--- config.mk ---
export PLATFORM = sky130hd
export DESIGN_NAME = dtct_ctrl
export DESIGN_NICKNAME = d
export VERILOG_FILES = /design/src/hw/rtl/dtct_pkg.sv /design/src/hw/rtl/dtct_ctrl.sv
export SDC_FILE = /design/constraint.sdc
export NUM_CORES = 1
export LEC_CHECK = 0
export BUFFER_PORTS_ARGS = -buffer_cell sky130_fd_sc_hd__buf_2
export CAP_MARGIN = 40
export CORE_UTILIZATION = 48
export CTS_BUF_LIST = sky130_fd_sc_hd__clkbuf_2 sky130_fd_sc_hd__clkbuf_4 sky130_fd_sc_hd__clkbuf_8
export CTS_CLUSTER_DIAMETER = 120
export CTS_CLUSTER_SIZE = 20
export DETAILED_ROUTE_END_ITERATION = 10
export MAX_ROUTING_LAYER = met4
export PLACE_DENSITY = 0.81
export RECOVER_POWER = 50
export SYNTH_ARGS = -nofsm -noshare
export SYNTH_HDL_FRONTEND = slang
export SYNTH_SLANG_ARGS = --single-unit
--- constraint.sdc ---
create_clock -name clock -period 1.6 [get_ports clock]
set_input_delay 0.08 -clock clock [delete_from_list [all_inputs] [get_ports clock]]
set_output_delay 0.08 -clock clock [all_outputs]
set_load 0.02 [all_outputs]
--- src/hw/rtl/dtct_pkg.sv ---
// Shared types and constants for the dirty tile change tracker.
// Depends on nothing; dtct_ctrl, dtct_dp and the top level import it.
`default_nettype none
package dtct_pkg;

   localparam int GRID_BITS  = 7;
   localparam int TILE_BITS  = 2 * GRID_BITS;
   localparam int TILES      = 1 << TILE_BITS;
   localparam int ID_BITS    = 16;
   localparam int OBJECTS    = 1 << ID_BITS;
   localparam logic [ID_BITS-1:0] CHANGED_HEAD = '1;
   localparam logic [7:0] COUNT_MAX = 8'd255;

   // Request kinds.
   localparam logic [2:0] KIND_DIRTY  = 3'd0;
   localparam logic [2:0] KIND_STATIC = 3'd1;
   localparam logic [2:0] KIND_SUBMIT = 3'd2;
   localparam logic [2:0] KIND_RESET  = 3'd3;
   localparam logic [2:0] KIND_QUERY  = 3'd4;
   localparam logic [2:0] KIND_MASK   = 3'd5;

   typedef enum logic [4:0] {
      ST_CLEAR_ALL, ST_IDLE, ST_DECODE, ST_CLEAR_OBJ,
      ST_WALK_START, ST_TILE_RD, ST_TILE_OP, ST_WALK_NEXT, ST_FINISH,
      ST_CHAIN_CHK, ST_CHAIN_RD, ST_CHAIN_USE,
      ST_SUB_RD, ST_SUB_OP, ST_SUB_NEXT,
      ST_OBJ_RD, ST_OBJ_OUT, ST_MASK_RD, ST_MASK_OUT, ST_RESP
   } state_type;

   // One span of tiles along one axis.
   typedef struct packed {
      logic       ok;
      logic       empty;
      logic [9:0] lo;
      logic [6:0] hi;
   } span_type;

   // Commands from the controller to the datapath.
   typedef struct packed {
      logic load;
      logic clr_tiles;
      logic clr_obj;
      logic walk_init;
      logic tile_rd;
      logic tile_op;
      logic walk_next;
      logic finish;
      logic chain_rd;
      logic chain_use;
      logic sub_rd;
      logic sub_op;
      logic sub_next;
      logic obj_rd;
      logic obj_out;
      logic mask_rd;
      logic mask_out;
   } cmd_type;

   // Status from the datapath to the controller.
   typedef struct packed {
      logic [2:0] kind;
      logic       walk_void;
      logic       touch_chain;
      logic       sub_chain;
      logic       chain_done;
      logic       in_submit;
      logic       last_y;
      logic       last_x;
      logic       sweep_last;
      logic       clear_last;
   } sts_type;

endpackage
`default_nettype wire

--- src/hw/rtl/dtct_ctrl.sv ---
// Controller state machine of the dirty tile change tracker.
// Depends on dtct_pkg; drives the datapath through cmd_type, reads sts_type.
`default_nettype none
module dtct_ctrl
   import dtct_pkg::*;
(
   input  wire logic    clock,
   input  wire logic    reset,
   input  wire logic    start,
   input  wire sts_type sts,
   output cmd_type      cmd,
   output logic         busy,
   output logic         rsp_valid
);

   state_type state_ff, state_in;

   always_ff @(posedge clock) begin
      if (reset) begin
         state_ff <= ST_CLEAR_ALL;
      end else begin
         state_ff <= state_in;
      end
   end

   // Next state.
   always_comb begin
      state_in = state_ff;
      unique case (state_ff)
         ST_CLEAR_ALL: if (sts.clear_last) state_in = ST_IDLE;
         ST_IDLE:      if (start) state_in = ST_DECODE;
         ST_DECODE: begin
            case (sts.kind)
               KIND_DIRTY, KIND_STATIC: state_in = ST_WALK_START;
               KIND_SUBMIT:             state_in = ST_SUB_RD;
               KIND_RESET:              state_in = ST_CLEAR_OBJ;
               KIND_QUERY:              state_in = ST_OBJ_RD;
               KIND_MASK:               state_in = ST_MASK_RD;
               default:                 state_in = ST_RESP;
            endcase
         end
         ST_CLEAR_OBJ:  if (sts.clear_last) state_in = ST_RESP;
         ST_WALK_START: state_in = sts.walk_void ? ST_FINISH : ST_TILE_RD;
         ST_TILE_RD:    state_in = ST_TILE_OP;
         ST_TILE_OP:    state_in = sts.touch_chain ? ST_CHAIN_CHK : ST_WALK_NEXT;
         ST_WALK_NEXT:  state_in = (sts.last_x && sts.last_y) ? ST_FINISH : ST_TILE_RD;
         ST_FINISH:     state_in = ST_RESP;
         ST_CHAIN_CHK: begin
            if (!sts.chain_done) begin
               state_in = ST_CHAIN_RD;
            end else if (sts.in_submit) begin
               state_in = ST_SUB_NEXT;
            end else begin
               state_in = ST_WALK_NEXT;
            end
         end
         ST_CHAIN_RD:  state_in = ST_CHAIN_USE;
         ST_CHAIN_USE: state_in = ST_CHAIN_CHK;
         ST_SUB_RD:    state_in = ST_SUB_OP;
         ST_SUB_OP:    state_in = sts.sub_chain ? ST_CHAIN_CHK : ST_SUB_NEXT;
         ST_SUB_NEXT:  state_in = sts.sweep_last ? ST_RESP : ST_SUB_RD;
         ST_OBJ_RD:    state_in = ST_OBJ_OUT;
         ST_OBJ_OUT:   state_in = ST_RESP;
         ST_MASK_RD:   state_in = ST_MASK_OUT;
         ST_MASK_OUT:  state_in = ST_RESP;
         ST_RESP:      state_in = ST_IDLE;
         default:      state_in = ST_IDLE;
      endcase
   end

   // Outputs.
   always_comb begin
      cmd = '0;
      unique case (state_ff)
         ST_CLEAR_ALL: begin
            cmd.clr_tiles = 1'b1;
            cmd.clr_obj   = 1'b1;
         end
         ST_IDLE:       cmd.load      = start;
         ST_CLEAR_OBJ:  cmd.clr_obj   = 1'b1;
         ST_WALK_START: cmd.walk_init = 1'b1;
         ST_TILE_RD:    cmd.tile_rd   = 1'b1;
         ST_TILE_OP:    cmd.tile_op   = 1'b1;
         ST_WALK_NEXT:  cmd.walk_next = !(sts.last_x && sts.last_y);
         ST_FINISH:     cmd.finish    = 1'b1;
         ST_CHAIN_RD:   cmd.chain_rd  = 1'b1;
         ST_CHAIN_USE:  cmd.chain_use = 1'b1;
         ST_SUB_RD:     cmd.sub_rd    = 1'b1;
         ST_SUB_OP:     cmd.sub_op    = 1'b1;
         ST_SUB_NEXT:   cmd.sub_next  = 1'b1;
         ST_OBJ_RD:     cmd.obj_rd    = 1'b1;
         ST_OBJ_OUT:    cmd.obj_out   = 1'b1;
         ST_MASK_RD:    cmd.mask_rd   = 1'b1;
         ST_MASK_OUT:   cmd.mask_out  = 1'b1;
         default:       cmd = '0;
      endcase
   end

   assign busy      = (state_ff != ST_IDLE);
   assign rsp_valid = (state_ff == ST_RESP);

endmodule
`default_nettype wire

==> out/results.ini, run 1 <==
[timing]
finalSetupTns_ns = 0
max_freq_mhz = 649
rsz0062_at_grt = yes
fin_hold_ws_ns = 0.0766
hold_viol_final = 0
slew-limit-headroom = 0.772
finalCriticalPeriod_ns = 1.54
worst_slew_pin_slew_ns = 0.342
fin_skew_ns = 0.000134
fin_ws_ns = 0.0589
slew_violations = 0
fin_crit_sh = 0.963
setup_violations = 0

[power]
power.density_nw_per_um2 = 752
irDropWorstVdd_uv = 429
leakage_nw = 0.571

[final_layout]
largest_reg_flops = 5
multi_input_area_um2 = 634
syn_to_final_growth_pct = 49.1
fillers = 97
finalNonFillerCells = 185
final_nets = 186
regMostFlops = state_ff
finalInstanceArea_um2 = 1130
largestRegisters = state_ff (5)
seq_area_um2 = 106
n_antenna_cell = 0
drive_above_1_share = 0.453

[placement]
gp_congestion = 0.952
hpwl_um = 2120
port_buffers = 33
dp_cells = 181
dpl_worst_slack_ns = -0.0287
placed_area_um2 = 1060

[cts]
cts_hold_buf = 0
cts_tree = yes
cts_buffer_depth = 2
numCtsBuffers = 3
cts_resized = 2
clk-insertion-delay-late_ns = 0.24
root_buffer = clkbuf_4
h-tree-depth = 1
post_cts_buffers = 0
numClockSinks = 5
clkTransAtPathRegs_ns = 0.05

[synth]
synthesis.area_um2 = 759
synth_edf_count = 0
synth-seq-cells = 5
syn_nets = 135
synthDistinctLibCells = 43
yosys.area.top_type_share = 0.132
ys_top_cells_by_count = 22 x nor2_1, 15 x nand2_1, 8 x a21oi_1
seq_area_frac_synth = 0.132
ys_warn_count = 0
syn_inst = 120
async_reset_ff_frac = 0
synth_area_leader_cell = dfxtp_1
synth_area_per_cell_um2 = 6.33
synth_most_common_cell = nor2_1
ys.flop_type = dfxtp_1
synth_area_leaders = dfxtp_1 13%, nor2_1 11%, nand2_1 7.4%

[grt]
first_global_vias = 953
antenna_found_initial = 0
grt_pass1_wl_um = 4340
grt_max_degree = 16
grt_overflow = 0
grt_usage = 0.329

[setup_path]
cp_max_fo = 11
worstPathArrival_ns = 1.69
max_stage_delay_ns = 0.36
required_ns = 1.75
r2r-end = state_ff[4]
cp-start-kind = register
cp.depth = 5
end_kind = register
crit_slowest_cell = dfxtp_2
r2r-start = state_ff[2]
r2r_slack_ns = 0.06
worstPathCellList = buf_4 > nor2_2 > a21oi_1 > o221a_2 > a211oi_1
endpoint = state_ff[4]
path_delay_family = compound AO/OA/AOI/OAI gates
ff2ff_path_depth = 5
crit_type = register to register
critical_path_buf_inv_count = 1
crit_start = state_ff[2]

[die]
core_area_um2 = 1380
initial_utilization = 0.549
die_x_um = 41.8
die_h_um = 41.8
dieArea_um2 = 1750
row_count = 13
io_pins = 34

[job]
cap_violations = 0

[route]
wl_met1_um = 1140
viasPerCell = 6.17
routedWlPerCell_um = 15.3
routed_wl_um = 2830
wl_met3_um = 265
route.met2.wl_um = 1340
ant_nets = 0
initialDrtViolationCount = 87
dr_total_vias = 1141
post-route-drc-count = 0
dr.pass1.iters = 5
highest_layer = met4

[run_status]
status = finished, final reports clean

[min_path]
min_path_type = input port to register

report_power, final:
group          internal [mW]  leakage, nW  switching (mW)
clock network          0.112       0.0184          0.0575
registers              0.139       0.0424          0.0229
logic                  0.234        0.510           0.287
total                  0.484        0.571           0.367
cell usage in the layout (no fill, tap or decap), drive strengths merged, types with 2 or more instances in the layout:
cell type,n
a211oi,2
a21oi,8
a31oi,3
and3,7
buf,55
clkbuf,4
dfxtp,5
inv,2
nand2,15
nand2b,4
nand3,2
nor2,23
nor2b,4
nor3,6
o21ai,6
or2,2
xor2,2
metal layers:
layer  vias up  track usage
met5         -            -
met4         0        0.123
met3        12       0.0478
met2        74        0.547
met1       521        0.399
li1        534            -
layout make-up:
cell class / instances / area share
clock buffer: 4 / 0.0265
inverter: 2 / 0.00663
tap: 15 / 0.0166
multi-input combinational: 104 / 0.560
timing repair buffer: 55 / 0.296
sequential: 5 / 0.0939
cell families after synthesis:
kind of cell,after synthesis,share of synthesized area
mux,1,0.0148
compound gates,32,0.295
xor+xnor,3,0.0346
buf+inv,11,0.0758
simple gates,68,0.448
flops,5,0.132
how the worst min path moves through the flow:
| stage | from | to | slack [ns] | cells past startpoint |
|---|---|---|---|---|
| floorplan | reset | state_ff[2] | 0.15 | 1 |
| global placement | reset | state_ff[3] | 0.33 | 2 |
| detailed placement | reset | state_ff[0] | 0.33 | 2 |
| CTS | reset | state_ff[2] | 0.07 | 2 |
| global route | reset | state_ff[4] | 0.09 | 2 |
| finish | reset | state_ff[2] | 0.08 | 2 |
through the flow:
step | power (mW) | utilization
global placement | 0.643 | 0.766
global route | 0.902 | 0.819
floorplan | 0.458 | -
detailed placement | 0.651 | 0.766
finish | 0.852 | 0.819
CTS | 0.825 | 0.790
worst register-to-register path: cells and delay by family (launching register included):
| family | cells | cell delay (ns) |
|---|---|---|
| buffers and inverters | 1 | 0.19 |
| AO/OA/AOI/OAI | 3 | 0.62 |
| AND/OR/NAND/NOR | 1 | 0.28 |
| flip-flops | 1 | 0.36 |
No activity file was read; power rests on OpenSTA's default activity.
==> run 2, diff against run 1 <==
--- a/config.mk
+++ b/config.mk
@@ -15,6 +15,7 @@
 export MAX_ROUTING_LAYER = met4
 export PLACE_DENSITY = 0.81
 export RECOVER_POWER = 50
+export REMOVE_ABC_BUFFERS = 1
 export SYNTH_ARGS = -nofsm -noshare
 export SYNTH_HDL_FRONTEND = slang
 export SYNTH_SLANG_ARGS = --single-unit
==> run 2 against run 1 <==
Via count down 3.9%. Non-clock buffer count shrank 4. Wire length shrank 2.6%. Global-route usage down 1.2 points. Combinational power decreased by 4.2%. The flow now finishes with violations (setup timing). Clock skew is 0.0032 ns higher. Final cell count fell by 2.2%.
==> out/results.ini, run 2 (synthesis gave the netlist of run 1 again) <==
[final_layout]
final_common_cell = buf_2
largest_reg_flops = 5
syn_to_final_growth_pct = 48.4
final_cell_mix = 31 x buf_2, 21 x nor2_1, 18 x buf_4, 14 x nand2_1, 8 x a21oi_1
multi_input_area_um2 = 633
regMostFlops = state_ff
n_antenna_cell = 0
fillers = 117
drive_above_1_share = 0.428
finalNonFillerCells = 181
final_nets = 182
seq_area_um2 = 108
largestRegisters = state_ff (5)

[min_path]
min_path_type = input port to register
min_from = reset

[power]
p_seq_frac = 0.210
p_sw_uw = 361
power.density_nw_per_um2 = 746
p_int_uw = 480
combPwrFrac = 0.593
irDropWorstVdd_uv = 389
power.total_uw = 841
leakage_nw = 0.560
p_clk_frac = 0.197
p_sw_frac = 0.429

[grt]
use_met1 = 0.419
met2_usage = 0.509
grt_max_degree = 16
grt_pass1_wl_um = 4240
antenna_found_initial = 0
grt_usage = 0.317
top_usage_layer = met2
grt_overflow = 0
first_global_vias = 879
use_met3 = 0.0304

[timing]
fin_skew_ns = 0.00336
max_freq_mhz = 623
slew-limit-headroom = 0.738
fin_crit_sh = 1.00
finalSetupTns_ns = -0.00431
slew_violations = 0
worst_slew_pin_slew_ns = 0.393
setup_violations = 1
fin_ws_ns = -0.00431
fin_hold_ws_ns = 0.0692
hold_viol_final = 0
finalCriticalPeriod_ns = 1.60

[route]
dr.pass1.iters = 5
post-route-drc-count = 0
routedWlPerCell_um = 15.2
ant_nets = 0
dr_total_vias = 1096
initialDrtViolationCount = 52
routed_wl_um = 2760
viasPerCell = 6.06

[cts]
cts_tree = yes
clkTransAtPathRegs_ns = 0.05
clk-insertion-delay-late_ns = 0.24
numClockSinks = 5
cts_buffer_depth = 2
h-tree-depth = 1
root_buffer = clkbuf_4
post_cts_buffers = 0
numCtsBuffers = 3

[job]
cap_violations = 0

[setup_path]
cp_max_fo = 12
crit_start = state_ff[1]
end_kind = output pin
ff2ff_path_depth = 6
required_ns = 1.52
r2r-start = state_ff[4]
crit_type = register to output pin
cp-start-kind = register
r2r-end = state_ff[3]
worstPathArrival_ns = 1.52
endpoint = cmd[6]
r2r_slack_ns = 0.06

[die]
initial_utilization = 0.549
die_x_um = 41.8
dieArea_um2 = 1750
row_count = 13
core_area_um2 = 1380
io_pins = 34
die_h_um = 41.8

[placement]
hpwl_um = 1920
port_buffers = 33
gp_congestion = 0.961
dp_cells = 177

[run_status]
violations = setup timing
status = finished, violations left

## run 2: cell count changes in the layout (fill, tap and decap cells not counted), moves of 2 or more
cell,change
buf_12,+2
buf_4,-6
nor2_1,+2
nor2_2,-3
## run 2: power groups by stage
stage | combinational, mW | clock (mW) | sequential (mW)
after floorplan | 0.256 | 0 | 0.177
after global placement | 0.459 | 0 | 0.171
after detailed placement | 0.465 | 0 | 0.171
after CTS | 0.478 | 0.171 | 0.171
after global routing | 0.539 | 0.177 | 0.178
final | 0.498 | 0.165 | 0.177
## run 2: layout make-up
type	instances	area share
inverter	2	0.00666
multi-input combinational	104	0.562
tap	15	0.0166
sequential	5	0.0954
timing repair buffer	51	0.293
clock buffer	4	0.0266
## run 2: worst min path at each step
stage | end | slack (ns) | cells after the start
2_1_floorplan | state_ff[2] | 0.15 | 1
4_1_cts | state_ff[2] | 0.06 | 2
5_1_grt | state_ff[2] | 0.07 | 2
6_report | state_ff[0] | 0.07 | 2
3_3_place_gp | state_ff[3] | 0.31 | 2
3_5_place_dp | state_ff[3] | 0.32 | 2
## run 2: metal layers
metal	share of wire	vias to the layer above
met1	0.42	494
met2	0.48	67
met4	0.017	0
li1	-	525
met5	0	-
met3	0.079	10
## run 2: repair_timing
action | in CTS | in global routing
pin swaps | 0 | 2
hold buffers | 0 | 0
setup endpoints to repair | 13 | 13
resized for setup | 4 | 12
## run 2: per-stage QoR
stage	instance area [um^2]	utilization	setup slack, ns
final	1130	0.815	-0.00431
after global placement	1050	0.762	0.0253
after floorplan	709	-	-0.0394
after CTS	1100	0.794	0.000403
after detailed placement	1050	0.762	-0.0167
after global routing	1130	0.815	-0.0522
## run 2: worst max-delay path, stage by stage, from the launching register on
cell	delay, ns
dfxtp_4	0.38
buf_4	0.18
nor2_2	0.13
buf_4	0.14
nand2_1	0.12
nor2_1	0.14
buf_2	0.18
==> run 3, diff against run 2 <==
==> constraint.sdc (replaced) <==
create_clock -name clock -period 1.8 [get_ports clock]
set_input_delay 0.09 -clock clock [delete_from_list [all_inputs] [get_ports clock]]
set_output_delay 0.09 -clock clock [all_outputs]
set_load 0.02 [all_outputs]
==> run 3 against run 2 <==
The flow now finishes without violations. Combinational power decreased by 22%. First-iteration DRC count increased by 69%. Non-clock buffer count decreased by 7. Wire length decreased by 2.2%. Critical path type unchanged. Critical endpoint is now cmd[3]. Largest cell class unchanged.
==> out/results.ini, run 3 (synthesis gave the netlist of run 1 again) <==
[timing]
worst_slew_pin_slew_ns = 0.514
slew-limit-headroom = 0.657
hold_viol_final = 0
setup_violations = 0
fin_hold_ws_ns = 0.0868
fin_skew_ns = 0.00309
rsz0062_at_grt = no
finalCriticalPeriod_ns = 1.69
max_freq_mhz = 593
fin_ws_ns = 0.113
fin_crit_sh = 0.937
finalSetupTns_ns = 0
slew_violations = 0

[cts]
clkTransAtPathRegs_ns = 0.05
cts_hold_buf = 0
h-tree-depth = 1
numClockSinks = 5
post_cts_buffers = 0
numCtsBuffers = 3
clk-insertion-delay-late_ns = 0.25
cts_buffer_depth = 2
root_buffer = clkbuf_4
cts_tree = yes

[setup_path]
worstPathArrival_ns = 1.60
r2r-start = state_ff[0]
cp-start-kind = register
path_delay_family = simple AND/OR/NAND/NOR gates
r2r-end = state_ff[0]
cp_max_fo = 14
end_kind = output pin
ff2ff_path_depth = 5
crit_slowest_cell = dfxtp_2
r2r_slack_ns = 0.12
crit_type = register to output pin
critical_path_buf_inv_count = 1
max_stage_delay_ns = 0.47
required_ns = 1.71
worstPathCellList = nor2b_1 > nand2_1 > nor2_1 > buf_2

[final_layout]
fillers = 123
final_cell_mix = 28 x buf_2, 22 x nor2_1, 15 x nand2_1, 9 x buf_4, 8 x a21oi_1
finalInstanceArea_um2 = 991
regMostFlops = state_ff
fin_util = 0.717
drive_above_1_share = 0.302
syn_to_final_growth_pct = 30.5
final_nets = 175
final_common_cell = buf_2
finalNonFillerCells = 174
largestRegisters = state_ff (5)
n_antenna_cell = 0
largest_reg_flops = 5

[die]
io_pins = 34
core_area_um2 = 1380
die_x_um = 41.8
die_h_um = 41.8
row_count = 13
initial_utilization = 0.549
dieArea_um2 = 1750

[job]
cap_violations = 0

[power]
p_sw_frac = 0.455
p_clk_frac = 0.221
irDropWorstVdd_uv = 386
power.density_nw_per_um2 = 701
combPwrFrac = 0.556
p_seq_frac = 0.222
power.total_uw = 695
p_int_uw = 378
p_sw_uw = 316
leakage_nw = 0.478

[grt]
first_global_vias = 970
grt_pass1_wl_um = 4370
antenna_found_initial = 0
grt_overflow = 0
grt_max_degree = 16
grt_usage = 0.320

[run_status]
status = finished, final reports clean

[route]
routedWlPerCell_um = 15.5
initialDrtViolationCount = 88
post-route-drc-count = 0
dr_total_vias = 1106
routed_wl_um = 2700
ant_nets = 0
dr.pass1.iters = 6
viasPerCell = 6.36

[placement]
hpwl_um = 1940
dp_cells = 170
port_buffers = 33
dpl_worst_slack_ns = 0.135
gp_congestion = 0.959
placed_area_um2 = 976

[min_path]
min_path_type = input port to register
min_to = state_ff[4]
hold_depth = 2
min_from = reset

## run 3: cell types whose count changed in the layout (fill, tap and decap cells not counted), sizes merged
cell    delta
clkbuf     +6
buf       -13
## run 3: timing repair
| action | 4_1_cts | 5_1_grt |
|---|---|---|
| gates resized for setup | 0 | 1 |
| hold endpoints to repair | 0 | 0 |
| endpoints found under the setup margin | 0 | 4 |
## run 3: worst max-delay path by stage
| stage | startpoint | end | cells after the start |
|---|---|---|---|
| after floorplan | state_ff[4] | state_ff[0] | 5 |
| after global placement | state_ff[1] | state_ff[1] | 5 |
| after detailed placement | state_ff[1] | state_ff[1] | 5 |
| after CTS | state_ff[1] | cmd[3] | 4 |
| after global routing | state_ff[1] | cmd[3] | 4 |
| final | state_ff[1] | cmd[3] | 4 |
## run 3: layout make-up
class,count,area (um^2),share of cell area
clock buffers,4,30.0,0.0303
inverters,2,7.51,0.00758
multi-input cells,104,599,0.605
flip-flops and latches,5,101,0.102
well taps,15,18.8,0.0189
repair buffers,44,234,0.236
## run 3: routing by layer
| metal | share of wire | vias up | GRT usage |
|---|---|---|---|
| li1 | - | 511 | - |
| met1 | 0.39 | 475 | 0.403 |
| met2 | 0.45 | 104 | 0.531 |
| met3 | 0.12 | 16 | 0.0435 |
| met4 | 0.038 | 0 | 0.0903 |
| met5 | 0 | - | - |
## run 3: power groups by stage
stage / sequential, mW / combinational (mW) / clock, mW
floorplan: 0.158 / 0.228 / 0
global placement: 0.152 / 0.378 / 0
detailed placement: 0.153 / 0.385 / 0
CTS: 0.151 / 0.389 / 0.152
global route: 0.154 / 0.420 / 0.160
finish: 0.155 / 0.386 / 0.154
